--- src/rtl/lcdre_ram.sv ---
// ============================================================================
// lcdre_ram
// Generic single-write, single-read synchronous RAM with registered read.
// ============================================================================
module lcdre_ram #(
    parameter int WIDTH = 8,
    parameter int DEPTH = 512
) (
    input  logic                     i_clk,
    input  logic                     i_we,
    input  logic [$clog2(DEPTH)-1:0] i_waddr,
    input  logic [WIDTH-1:0]         i_wdata,
    input  logic                     i_re,
    input  logic [$clog2(DEPTH)-1:0] i_raddr,
    output logic [WIDTH-1:0]         o_rdata
);

    logic [WIDTH-1:0] r_mem [DEPTH];
    logic [WIDTH-1:0] r_rdata;

    // Write and registered read
    always_ff @(posedge i_clk) begin
        if (i_we) begin
            r_mem[i_waddr] <= i_wdata;
        end
        if (i_re) begin
            r_rdata <= r_mem[i_raddr];
        end
    end

    assign o_rdata = r_rdata;

endmodule

--- config.mk ---
export PLATFORM = sky130hd
export DESIGN_NAME = lcdre_ram
export DESIGN_NICKNAME = d
export VERILOG_FILES = /design/src/rtl/lcdre_ram.sv
export SDC_FILE = /design/constraint.sdc
export NUM_CORES = 2
export LEC_CHECK = 0
export BUFFER_PORTS_ARGS = -buffer_cell sky130_fd_sc_hd__buf_2
export CAP_MARGIN = 40
export CORE_MARGIN = 10
export CORE_UTILIZATION = 35
export DETAILED_ROUTE_END_ITERATION = 7
export GPL_TIMING_DRIVEN = 0
export PLACE_DENSITY = 0.5
export SKIP_CTS_REPAIR_TIMING = 1
export SYNTH_ARGS = -nofsm -noshare
export SYNTH_HDL_FRONTEND = slang
export SYNTH_SLANG_ARGS = --single-unit
--- constraint.sdc ---
create_clock -name i_clk -period 3.4 [get_ports i_clk]
set_clock_uncertainty 0.15 [all_clocks]
set_input_delay 0.68 -clock i_clk [delete_from_list [all_inputs] [get_ports i_clk]]
set_output_delay 0.68 -clock i_clk [all_outputs]
set_load 0.02 [all_outputs]
Yosys cells after proc, flatten, opt, wreduce, memory -nomap -nowiden
Memory sizes are Yosys's and may differ from the RTL's. A register that Yosys moved wholly into a read port is not among the register bits.
Index checks and enable logic that the tools add are counted.
Storage, ports and cells
  register bits: 0
  bits in writable memories: 4096
  input port bits: 29
  output and inout port bits: 8
  word-level logic and storage cells: 3
  memories: 1
Operators by class
  multiplexer cells: 2
Memory list
  r_mem: words 512, bits a word 8, read ports 1, clocked after Yosys merged registers in 1, wr ports 1, RTL line 18  | logic [WIDTH-1:0] r_mem [DEPTH];
Operator list (count)
  1-bit two-way mux: 2

Logic depth before layout (Yosys ltp)
  depth in word-level cells: 2
  gate-level depth with buffers: 12
  depth with buffers taken out: 7

Worst setup path before layout
Ideal clock, no wire load.
  path type: in2reg
  start point: input port i_raddr[0]
  end point: register r_rdata[0] (netlist: o_rdata[0]) (read register of r_mem), data pin
  setup time: 257 ps
  arrival: 2534 ps
  data required time: 2993 ps
  slack: 459 ps
  stages: 10
  path buffers: 4
  path through: buf_4 > buf_12 > buf_12 > buf_2 > mux4_2 > o21ai_0 > nand3_1 > nand4_1 > o21ai_0 > o2111a_1
RTL lines
  start, declared: RTL line 14  | input logic [$clog2(DEPTH)-1:0] i_raddr,
  end, declared: RTL line 19  | logic [WIDTH-1:0] r_rdata;

==> summary.txt <==
Timing
  – Final setup vio count: 8
  – Final hold violation count: 1
  – FMAX: around 0.28 GHz
  – Final worst slack: -0.192 ns
  – Fin crit share: 106%
  – Slew margin rel.: roughly a quarter
  – Hold slack: -0.0135 ns
  – Crit path time final: around 3.6 ns
  – Final Max Tran Viols: 0
  – Worst-margin pin slew: approximately 1.1 ns

Yosys
  – Largest family of logic cells by synthesized area: multiplexers
  – Synth warnings: 0
  – Post-synthesis compound-gate area fraction: roughly 4.3%
  – Syn avg cell area: around 20 um2
  – Yosys reg bits: 4104
  – Post-synth EDFFs: around 4000
  – Sequential element share of the synthesized area: between 70 and 80%
  – Synthesized net count: about 8100
  – Synth cell types: 50
  – Mapped Cells: approximately 8000
  – Synth Cell Area: 0.160 mm2
  – Fraction of registers with async set/reset: 0%
  – Xor-xnor portion of the synthesized cell area: 0%
  – Synth Area in Simple Gates: 2.63%
  – Adder-Cell Fraction of Synth Area: 0%
  – Mux cell area share after synthesis: between 10% and 20%
  – Commonest register cell after synthesis: edfxtp_1

Pwr
  – Sw frac: 23.5%
  – Int Pwr: between 0.08 and 0.09 W
  – Clock power frac: between 40% and 50%
  – Leak: 60.1 nW
  – Combinational Power Share: about 6.8%
  – Peak supply drop: approximately 420 uV
  – P_sw: about 0.026 W
  – Power Dens Cells: between 500 and 600 mW/mm2
  – Sequential Power Share: between 50 and 60%

Global routing
  – GR met2 Demand/Resource: 39.1%
  – Tot GR Track Use: roughly a quarter
  – Gr ovfl total: 0
  – Met1 Resource Use GR: 34.3%
  – Met3 Track Usage GR: under 10%
  – Antenna violations before repair: 81
  – Vias in the first global route: roughly 88000
  – Largest net degree at the start of global routing: ~150
  – Gr busiest metal: met2
  – First-pass GRT wire length: 842 mm

Setup path
  – Worst setup path end: o_rdata[4]
  – WP depth: 11
  – Critical Path Source: i_raddr[4]
  – Max FO, Critical Path: 10
  – Required time of the critical path: 4.00 ns
  – R2R Path Start: r_mem[281][3]
  – Critical Path Max Stage Delay: 0.60 ns
  – Worst Path Arrival: ~4.2 ns
  – Bufs and invs on worst path: 5
  – CP Class: input pin to flop
  – CP startpoint kind: input pin
  – FF-to-FF path depth: 7
  – Critical-path cell list: clkbuf_4 -> clkbuf_1 -> buf_1 -> buf_8 -> o221ai_2 -> a21oi_1 -> nor4_1 -> nand4_1 -> o21ai_1 -> buf_4 -> o2111a_2
  – FF-to-FF setup slack: between 0.2 and 0.3 ns
  – Crit end category: flop
  – R2r endpoint: o_rdata[3]
  – CP top delay family: buffers and inverters
  – Crit-path slowest cell: buf_1

Routing
  – Drc violations: 0
  – Post-Route WL: between 600 and 700 mm
  – Drt pass-1 iters: 8
  – Post-route ant nets: 0
  – Vias/cell: 6.04
  – WL per Instance: about 43 um
  – First DRT Iteration DRCs: 15439
  – Via count: 92330

Flow run
  – Max Cap Violations: 0

Floorplan
  – CORE AREA: between 0.4 and 0.5 mm2
  – Die Y: 696 um
  – Rows: 248
  – Initial core utilization: approximately a third
  – I/O pin count: 37
  – Full die area: between 0.4 and 0.5 mm2
  – Die span in x: roughly 700 um

Finish
  – Layout cells sized above 1: 24.0%
  – P&R area growth vs syn: 17.9%
  – Register area: approximately 0.12 mm2
  – Final Non-Filler Cells: between 15000 and 20000
  – FILL cells: ~40000
  – Final Core Density: between 40% and 50%
  – Area of the multi-input gates: roughly 0.035 mm2
  – Nets: 8921

Placement
  – Hpwl dp: between 400 and 500 mm
  – PortBufs: 32
  – Routability cong.: roughly 1
  – Inst Count DP: between 10000 and 15000

Clock tree
  – Clk pin slew, worst setup/hold paths: ~0.060 ns
  – Clk root buf: clkbuf_16
  – Worst skew pair latency: 1.06 ns
  – Clk buf depth: 4
  – # H-tree levels: 5
  – CTS tree: yes
  – Clock sink count: slightly above 4000
  – Num CTS Buffers: ~440

Outcome
  – Outcome: finished with violations
  – Failing checks: hold timing, setup timing

Min path
  – Hold WC Path Type: input pin to flop
cell usage after synthesis, drive strengths merged (61+ instances only):
cell	instances	share of area, %
edfxtp	4104	77
mux2i	797	5.0
mux4	654	9.2
nor2	597	1.4
o221ai	372	2.0
clkbuf	265	0.62
buf	248	1.2
a21oi	194	0.61
o22ai	163	0.64
o21ai	119	0.37
nand2	111	0.26
nor3	109	0.34
a22oi	61	0.29
sequential cells by signal, summed over array words and instances (netlist names):
name     flops
r_mem     4096
o_rdata      8
worst min-delay path by stage:
| stage | from | to | depth (start not counted) | slack [ns] |
|---|---|---|---|---|
| 3_3_place_gp | o_rdata[0] | o_rdata[0] | 1 | 0.99 |
| 2_1_floorplan | i_wdata[0] | r_mem[0][0] | 0 | 0.63 |
| 6_report | i_wdata[2] | r_mem[134][2] | 1 | -0.01 |
| 5_1_grt | i_wdata[2] | r_mem[132][2] | 1 | 0.02 |
| 4_1_cts | i_wdata[5] | r_mem[450][5] | 1 | -0.13 |
| 3_5_place_dp | i_wdata[5] | r_mem[80][5] | 1 | 0.94 |
routing by layer:
metal  wire length [um]  part of all wire (%)
met2             287000                    44
met1             246000                    38
met5                524                 0.081
met4              41800                   6.4
met3              74800                    12
cells in the final DEF (no fill, tap or decap), types with 113 or more instances in the layout:
cell	instances
clkbuf_1	197
o22ai_1	156
clkbuf_16	440
o221ai_1	309
a21oi_1	186
clkbuf_2	113
buf_6	131
mux4_2	654
mux2i_1	797
buf_4	213
edfxtp_1	4104
nor2_1	591
per-stage QoR:
step	total power, W	TNS [ns]	setup slack (ns)	area, um2
after floorplan	0.0595	0	0.459	160000
after global placement	0.0639	-	-6.71	168000
after detailed placement	0.0640	-413.34	-2.27	173000
after CTS	0.110	-8.18	-1.19	187000
after global routing	0.113	-0.0168	-0.0114	189000
final	0.110	-1.03	-0.192	189000
final cells by class:
class	count	area share, %
flip-flops and latches	4104	65.3
multi-input cells	3410	18.5
clock buffers	526	6.01
well taps	6000	3.98
repair buffers	425	2.88
plain buffers	512	1.92
clock inverters	268	1.35
diodes	35	0.0464
inverters	3	0.00796
cells by family after synthesis:
group,Yosys count
simple gates,980
compound gates,979
flops,4104
mux,1451
buf+inv,516
power groups by stage:
stage                     combinational, W  clock, W  sequential [W]
after floorplan                    0.00265         0          0.0568
after global placement             0.00663         0          0.0573
after detailed placement           0.00714         0          0.0568
after CTS                          0.00716    0.0474          0.0558
after global routing               0.00751    0.0496          0.0557
final                              0.00756    0.0471          0.0558
Note: power is estimated with default switching activity, not from simulation.
