[src/rtl/lcdre_pkg.sv]
// ============================================================================
// lcdre_pkg
// Shared types and constants for the color-table change detector with
// per-row run segments.
// ============================================================================
package lcdre_pkg;

    // Fixed field widths
    localparam int FIELD_W = 12;
    localparam int CFG_W   = 13;
    localparam int CHAN_W  = 8;
    localparam int ENTRY_W = 9;
    localparam int CODE_W  = 8;

    // Input word kinds
    localparam logic ACT_PIXEL = 1'b0;
    localparam logic ACT_TABLE = 1'b1;

    // Configuration register indexes
    localparam int            CFG_IDX_W        = 2;
    localparam logic [1:0]    CFG_FRAME_WIDTH  = 2'd0;
    localparam logic [1:0]    CFG_FRAME_HEIGHT = 2'd1;

    // Result queue geometry (power of two)
    localparam int OQ_DEPTH = 8;
    localparam int OQ_PTR_W = $clog2(OQ_DEPTH);
    localparam int OQ_CNT_W = $clog2(OQ_DEPTH + 1);

    // One result word
    typedef struct packed {
        logic               changed;
        logic               segment_valid;
        logic [FIELD_W-1:0] row;
        logic [FIELD_W-1:0] first_col;
        logic [FIELD_W-1:0] final_col;
        logic               last;
    } t_result;

    // Push request from the compare stage into the result queue
    typedef struct packed {
        logic [1:0] num;
        t_result    word0;
        t_result    word1;
    } t_push;

endpackage

[src/rtl/lcdre_out_queue.sv]
// ============================================================================
// lcdre_out_queue
// Result queue: takes zero, one or two words per cycle, releases one word
// per cycle on a valid/ready channel and reports its fill level.
// ============================================================================
module lcdre_out_queue (
    input  logic                       i_clk,
    input  logic                       i_rst_n,
    input  lcdre_pkg::t_push           i_push,
    output logic [lcdre_pkg::OQ_CNT_W-1:0] o_count,
    output logic                       o_valid,
    input  logic                       i_ready,
    output lcdre_pkg::t_result         o_word
);
    import lcdre_pkg::*;

    t_result             r_mem [OQ_DEPTH];
    logic [OQ_PTR_W-1:0] r_wptr, n_wptr;
    logic [OQ_PTR_W-1:0] r_rptr, n_rptr;
    logic [OQ_CNT_W-1:0] r_count, n_count;
    logic                pop;
    logic [OQ_PTR_W-1:0] wptr_next;

    assign o_valid   = (r_count != '0);
    assign o_word    = r_mem[r_rptr];
    assign o_count   = r_count;
    assign pop       = o_valid && i_ready;
    assign wptr_next = OQ_PTR_W'(r_wptr + 1'b1);

    // Advance pointers and fill level
    always_comb begin
        n_wptr  = OQ_PTR_W'(r_wptr + OQ_PTR_W'(i_push.num));
        n_rptr  = pop ? OQ_PTR_W'(r_rptr + 1'b1) : r_rptr;
        n_count = OQ_CNT_W'(r_count + OQ_CNT_W'(i_push.num) - OQ_CNT_W'(pop));
    end

    always_ff @(posedge i_clk) begin
        if (!i_rst_n) begin
            r_wptr  <= '0;
            r_rptr  <= '0;
            r_count <= '0;
        end else begin
            r_wptr  <= n_wptr;
            r_rptr  <= n_rptr;
            r_count <= n_count;
        end
    end

    // Store pushed words
    always_ff @(posedge i_clk) begin
        if (i_push.num != 2'd0) begin
            r_mem[r_wptr] <= i_push.word0;
        end
        if (i_push.num == 2'd2) begin
            r_mem[wptr_next] <= i_push.word1;
        end
    end

    // Fill level never passes the depth
    a_no_overflow: assert property (@(posedge i_clk) disable iff (!i_rst_n)
        r_count <= OQ_CNT_W'(OQ_DEPTH))
        else $error("result queue overflow");

    // At most two words arrive per cycle
    a_push_num: assert property (@(posedge i_clk) disable iff (!i_rst_n)
        i_push.num != 2'd3)
        else $error("illegal push count");

endmodule

[config.mk]
export PLATFORM = sky130hd
export DESIGN_NAME = lcdre_out_queue
export DESIGN_NICKNAME = d
export VERILOG_FILES = /design/src/rtl/lcdre_pkg.sv /design/src/rtl/lcdre_out_queue.sv
export SDC_FILE = /design/constraint.sdc
export NUM_CORES = 1
export LEC_CHECK = 0
export BUFFER_PORTS_ARGS = -buffer_cell sky130_fd_sc_hd__buf_2
export CAP_MARGIN = 20
export CORE_UTILIZATION = 30
export CTS_BUF_LIST = sky130_fd_sc_hd__clkbuf_16
export DETAILED_ROUTE_END_ITERATION = 8
export SYNTH_ARGS = -nofsm -noshare
export SYNTH_HDL_FRONTEND = slang
export SYNTH_SLANG_ARGS = --single-unit
[constraint.sdc]
create_clock -name i_clk -period 4.53 [get_ports i_clk]
set_clock_uncertainty 0.1 [all_clocks]
set_input_delay 0.6795 -clock i_clk [delete_from_list [all_inputs] [get_ports i_clk]]
set_output_delay 0.6795 -clock i_clk [all_outputs]
set_load 0.05 [all_outputs]
-- Yosys cells after proc, flatten, opt, wreduce, memory -nomap -nowiden
Memories as Yosys holds them, arrays and structs flattened. A register that Yosys moved wholly into a read port is not among the register bits.
Cells that the tools add are included.
- flip-flop bits (word level): 10
- memory bits (writable): 312
- memories kept: 1
- word-level logic and storage cells: 19
- memories (memory ; words ; width ; read ports ; clocked after Yosys merged registers in ; write ports ; line ; source):
    r_mem ; 8 ; 39 ; 1 ; 1 ; 2 ; lcdre_out_queue.sv:17 ; t_result r_mem [OQ_DEPTH];
- reductions and logical operators: 3
- add/subtract/negate cells: 5
- mux-type cells: 6
- equal/unequal tests: 1
- operator list (kind ; count):
    adder 3 x 1 -> 3 bit (second input constant) ; 2
    two-way mux 3 bit ; 2
    adder 4 x 2 -> 4 bit ; 1
    two-way mux 1 bit ; 4
    nonzero test 4 bit ; 1
    subtractor 4 x 1 -> 4 bit ; 1
    adder 3 x 2 -> 3 bit ; 1
    == test 2 bit (second input constant) ; 1
    nonzero test 2 bit ; 1
    logical AND 1 bit ; 1

-- Depth between registers and ports, before layout
Gate-level depths: netlist (run 1).
- depth after elaboration: 4
- gate-level depth with buffers: 9

-- Least setup slack after synthesis (run 1)
No wires, ideal clock.
- path type: input to register
- start point: in i_push[78] (netlist name)
- end point: mem r_mem[1][0] (netlist name), enable pin
- library setup time: 0.494 ns
- stages: 2
- setup slack: 0.173 ns
- data required time: 3.936 ns
- arrival time: 3.763 ns
- path through: o21ai_0 > o31ai_1
- RTL lines (element ; line ; source):
    start: declaration ; lcdre_out_queue.sv:9 ; input lcdre_pkg::t_push i_push,
    end: declaration ; lcdre_out_queue.sv:17 ;

==> summary.txt, run 1 <==
Status
  • Status: completed

Place
  • Port bufs: roughly 130
  • Pre-CTS setup slack: 1.16 ns
  • Final RePlAce weighted congestion: between 0.7 and 0.8
  • DP Wirelength: between 20 and 25 mm
  • Placed Area: 17800 sq um

Power
  • P per Cell Area: 467 nW/um^2
  • Total power: just under 9 mW
  • VDD IR max: ~0.25 mV
  • Leak: 6.37 nW

Critical path
  • CP Capture Type: output port
  • R2R setup slack: ~1.2 ns
  • Startpoint Class: flip-flop
  • Critical path required time: around 3.8 ns
  • Setup Crit Path Kind: reg2out
  • WP data arrival: 2.83 ns
  • Crit path max fanout: 32

Route
  • Vias/cell: roughly 5.0
  • Met2 WL post-DR: 20.1 mm
  • Max Used Layer: met5
  • Met1 WL: around 18 mm
  • DRT Pass-1 Iters: 5
  • Routed length per instance: between 20 and 25 microns
  • Total Wirelength: roughly 40 mm
  • Drt drc: 0
  • Antenna viol nets, final: 0
  • Met3 wire length: 2.10 mm
  • Via count of the routed design: about 8700
  • Iteration-0 DRC Markers: between 500 and 600

Timing
  • Slew headroom: 31.3%
  • Hold Slack: between 0.3 and 0.4 ns
  • Final TNS setup: 0 ns
  • Fin crit share: 79.6%
  • RSZ-0062 raised after global routing: false
  • Tmin final: 3.61 ns
  • Hold Violations, Final: 0
  • # setup viols final: 0
  • Max Freq: approximately 280 MHz
  • Worst-Margin Slew: 1.03 ns
  • Slew Viols, Final: 0
  • Post-route setup slack: between 0.9 and 1 ns

Die
  • Die height: 234 microns
  • Initial core utilization: between 30% and 40%
  • Die Wd: approximately 230 microns
  • Core area: between 50000 and 60000 sq um
  • Row count: 84
  • Die area: around 55000 sq um
  • Num ports: ~130

Logic synthesis
  • Most frequent cell after synthesis: mux2_2
  • Sequential area share after synthesis: 59.5%
  • Syn_nets: ~980
  • #FFs+latches synth: approximately 330
  • Synthesized instance count: 885
  • Share of the synthesized area in the top cell type: between 50 and 60%
  • Synth top area cells: edfxtp_1, mux2_2, mux4_2
  • YS warnings: 0
  • Number of synthesized flops with an enable pin: between 300 and 400
  • Avg Inst Size Synth: 18.3 sq um
  • Synth unique cells: 35
  • Primary FF master, synth: edfxtp_1
  • Yosys top cell by area: edfxtp_1
  • Synth Cell Area: roughly 16000 sq um
  • Asr flop ratio synth: 0%
  • Most common library cells after synthesis: mux2_2, edfxtp_1, mux4_2, buf_2, dfxtp_1

Clock tree
  • Clock net sink count: between 300 and 400
  • Cts hold-fix bufs: 0
  • Post-CTS sizing: 0
  • H-tree depth: 2
  • Clock root buffer: clkbuf_16
  • Worst-case clock buffer depth: 3
  • Cts bufs inserted: 38
  • Worst-Skew Late Latency: between 0.5 and 0.6 ns
  • CTS tree: done
  • Setup bufs post-CTS: 0
  • Clk pin slew, worst setup/hold paths: roughly 0.06 ns

Cells and area
  • Cell area after layout: approximately 19000 sq um
  • Fillers: 5047
  • Share of cells above drive strength 1: around three fifths
  • Layout area overhead: 17.5%
  • Fin nets: between 1000 and 1500

Global routing
  • Global-route wire length before repair: 60.9 mm
  • Initial antenna violation count: 10
  • Total GRT Usage: between 10% and 20%
  • Gr ovfl total: 0
  • Largest net degree at the start of global routing: 46
  • Vias in the first global route: 9343

Job
  • Max-cap violations: 0

Min path
  • Worst min-delay path class: reg2reg
-- layout by cell type (no fill, tap or decap), types with 5 or more instances in the layout --
master / instances
mux2_2: 341
edfxtp_1: 312
buf_2: 126
mux4_2: 78
clkbuf_16: 41
buf_4: 22
inv_1: 17
mux2_1: 10
dfxtp_1: 10
clkinv_1: 9
nand2_1: 8
mux2i_1: 8
ha_1: 8
diode_2: 5
and2_1: 5
buf_12: 5
-- per-layer routing --
metal  up-vias  GRT usage [%]
li1       3897              -
met4         8           4.05
met5         -              0
met1      4537           19.5
met2       208           25.6
met3        62           2.75
-- logic make-up (layout without fill, tap and decap cells) --
| group | Yosys count | count (layout) | synth area share, % |
|---|---|---|---|
| multiplexers | 437 | 437 | 35.8 |
| flip-flops | 325 | 325 | 59.5 |
| buffers and inverters | 64 | 227 | 2.03 |
| AND/OR/NAND/NOR | 33 | 33 | 1.13 |
| AO/OA/AOI/OAI | 12 | 12 | 0.448 |
| adder cells (fa/ha/maj) | 10 | 10 | 0.865 |
| XOR/XNOR | 4 | 4 | 0.309 |
| other | 0 | 5 | 0 |
-- where the power goes --
group,internal (mW),switching [mW],total (mW),leakage (nW)
Combinational,0.835,1.37,2.20,2.79
Clock,1.73,1.21,2.94,0.612
Sequential,3.62,0.122,3.75,2.97
-- registers in the layout, indices dropped and copies added, names as in the netlist, named ones only --
register and flops:
r_mem 312, r_rptr 3, r_wptr 3, o_count 4
-- worst max-delay path, stage by stage, from the launching register on --
cell     delay [ns]
dfxtp_4        0.84
buf_4          0.37
mux4_2         0.55
mux2_2         0.29
buf_2          0.21
-- through the flow --
stage                     cells  utilization, %
final                      1741            35.9
after global routing       1738            35.9
after CTS                  1736            35.9
after detailed placement   1670            33.7
after global placement     1670            33.7
after floorplan             885               -
-- worst paths after layout --
| check | from | endpoint | depth (start not counted) |
|---|---|---|---|
| min reg2reg | r_rptr[2] | flip-flop | 2 |
| max | flip-flop | o_word[2] | 4 |
| max reg2reg | r_wptr[1] | r_mem[1][38] | 6 |
| min | r_rptr[2] | flip-flop | 2 |
-- area by class of cell --
class,count,area [sq um],area share [%]
flip-flops and latches,325,9640,50.7
multi-input cells,496,6400,33.7
clock buffers,41,1030,5.39
repair buffers,153,896,4.71
well taps,688,861,4.52
clock inverters,25,159,0.835
inverters,8,30.0,0.158
diodes,5,12.5,0.0658
(Power assumes the default switching activity.)
==> run 2, diff against run 1 <==
==> constraint.sdc (replaced) <==
create_clock -name i_clk -period 3.6 [get_ports i_clk]
set_clock_uncertainty 0.1 [all_clocks]
set_input_delay 0.54 -clock i_clk [delete_from_list [all_inputs] [get_ports i_clk]]
set_output_delay 0.54 -clock i_clk [all_outputs]
set_load 0.05 [all_outputs]
==> summary.txt, run 2 (synthesis gave the netlist of run 1 again) <==
Timing
  • Slew headroom: 38.8% (+7.5 points)
  • Max Freq: 308 MHz
  • # setup viols final: 0 (unchanged)
  • Final TNS setup: 0 ns (unchanged)
  • Slew Viols, Final: 0 (unchanged)
  • Hold Violations, Final: 0 (unchanged)
  • Tmin final: between 3 and 4 ns
  • Worst-Margin Slew: 0.915 ns (-0.112 ns)
  • Fin crit share: 90.2%
  • RSZ-0062 raised after global routing: false

Clock tree
  • Post-CTS sizing: 0 (unchanged)
  • Cts hold-fix bufs: 0 (unchanged)
  • Setup bufs post-CTS: 0 (unchanged)
  • Cts bufs inserted: 37 (-2.6%)
  • H-tree depth: 2 (unchanged)
  • CTS tree: done
  • Clock root buffer: clkbuf_16
  • Worst-Skew Late Latency: 0.55 ns (+0.03 ns)
  • Clock net sink count: 325 (unchanged)
  • Clk pin slew, worst setup/hold paths: 0.05 ns (about the same)
  • Worst-case clock buffer depth: 3 (unchanged)

Route
  • Antenna viol nets, final: 0 (unchanged)
  • Routed length per instance: 23.4 microns (about the same)
  • Drt drc: 0 (unchanged)
  • Total Wirelength: 40.7 mm (about the same)
  • Vias/cell: 5.03 (+0.54%)
  • Via count of the routed design: 8749 (+0.42%)
  • DRT Pass-1 Iters: 5 (unchanged)
  • Iteration-0 DRC Markers: 508 (-0.59%)

Critical path
  • Kind of cell adding the most delay to the critical path: multiplexers
  • CP Cell Sequence: buf_12 -> mux4_2 -> mux2_2 -> buf_2
  • Crit path max fanout: 33 (+3.1%)
  • WP data arrival: 2.61 ns (-0.22 ns)
  • Setup Crit Path Kind: reg2out
  • Critical path required time: 2.96 ns (-0.79 ns)
  • Startpoint Class: flip-flop
  • CP Capture Type: output port
  • Crit path buf inv count: 2 (unchanged)
  • Slowest stage cell, crit path: dfxtp_4
  • Max incr delay on CP: 0.59 ns (-0.25 ns)
  • R2R setup slack: 0.73 ns (-0.51 ns)
  • R2R cell count: 5 (-1)
  • Worst R2R End: r_mem[5][38]
  • Reg2reg start: r_wptr[1]

Power
  • Total power: 11.0 mW (+24%)
  • P per Cell Area: 580 nW/um^2 (+24%)
  • VDD IR max: 0.291 mV (+15%)
  • Leak: 6.35 nW (-0.43%)

Global routing
  • Largest net degree at the start of global routing: 79 (+72%)
  • Total GRT Usage: 15.1% (+0.069 points)
  • Vias in the first global route: 9269 (-0.79%)
  • Gr ovfl total: 0 (unchanged)
  • Global-route wire length before repair: 60.6 mm (-0.45%)
  • Initial antenna violation count: 4 (-6)

Cells and area
  • Largest Register: r_mem
  • Most frequent cells in the layout: mux2_2, edfxtp_1, buf_2, mux4_2, clkbuf_16
  • Max FFs per register: 312 (unchanged)
  • Layout area overhead: 17.6%
  • Most common cell after layout, fill and taps aside: mux2_2
  • Share of cells above drive strength 1: 61.7% (+0.23 points)
  • Fin nets: 1117 (+0.18%)

Die
  • Die area: 54900 sq um (unchanged)
  • Row count: 84 (unchanged)
  • Core area: 53000 sq um (unchanged)
  • Initial core utilization: 30.6% (unchanged)
  • Die height: 234 microns (unchanged)
  • Die Wd: 234 microns (unchanged)
  • Num ports: 127 (unchanged)

Status
  • Status: completed

Min path
  • Hold path cells: 3 (+1)
  • Worst min-delay path class: in2reg
  • Hold Path Origin: i_rst_n
  • Hold worst-path end: o_count[3]

Job
  • Max-cap violations: 0 (unchanged)

Place
  • DP Wirelength: 24.7 mm (-1.0%)
  • Final RePlAce weighted congestion: 0.717 (-1.3%)
  • Port bufs: 126 (unchanged)
## run 2: area by class of cell
class / count / area (sq um)
fill: 5031 / 33900
sequential: 325 / 9640
multi-input combinational: 496 / 6380
timing repair buffer: 156 / 1020
clock buffer: 39 / 976
tap: 688 / 861
clock inverter: 25 / 138
inverter: 8 / 30.0
antenna: 2 / 5.00
## run 2: routing by layer
| metal | GRT usage [%] | wire [microns] | share of wire, % | vias up |
|---|---|---|---|---|
| li1 | - | - | - | 3895 |
| met1 | 19.7 | 17900 | 44 | 4609 |
| met2 | 25.6 | 20400 | 50 | 186 |
| met3 | 2.33 | 1550 | 3.8 | 55 |
| met4 | 4.86 | 864 | 2.1 | 4 |
| met5 | 0 | 23 | 0.056 | - |
## run 2: stage by stage
step,instance area [sq um],hold WS [ns],utilization [%],setup WS (ns),instances
after global routing,19100,0.282,36.0,0.215,1739
final,19100,0.266,36.0,0.352,1739
after floorplan,16200,0.356,-,-0.494,885
after global placement,17900,0.364,33.9,0.772,1673
after CTS,19000,0.243,36.0,0.251,1737
after detailed placement,17900,0.379,33.9,0.761,1673
## run 2: worst max-delay path by stage
stage,cells after the start,slack [ns],endpoint,startpoint
after global routing,4,0.22,o_word[12],flip-flop
after detailed placement,5,0.76,r_mem[5][1],r_wptr[1]
after CTS,4,0.25,o_word[37],flip-flop
after floorplan,2,-0.49,r_mem[3][0],i_push[78]
after global placement,5,0.77,r_mem[5][13],r_wptr[1]
final,4,0.35,o_word[7],flip-flop
## run 2: where the power goes
| part | total (mW) | leakage [nW] | switching [mW] | internal, mW |
|---|---|---|---|---|
| clock | 3.54 | 0.574 | 1.52 | 2.02 |
| combinational | 2.79 | 2.80 | 1.72 | 1.07 |
| sequential | 4.71 | 2.97 | 0.149 | 4.56 |
| total | 11.0 | 6.35 | 3.39 | 7.65 |
## run 2: worst register-to-register path, cell delays in order (launching register included)
cell	delay, ns
dfxtp_1	0.50
ha_1	0.39
nor4b_1	0.53
nand2_2	0.42
buf_4	0.37
mux2_2	0.31
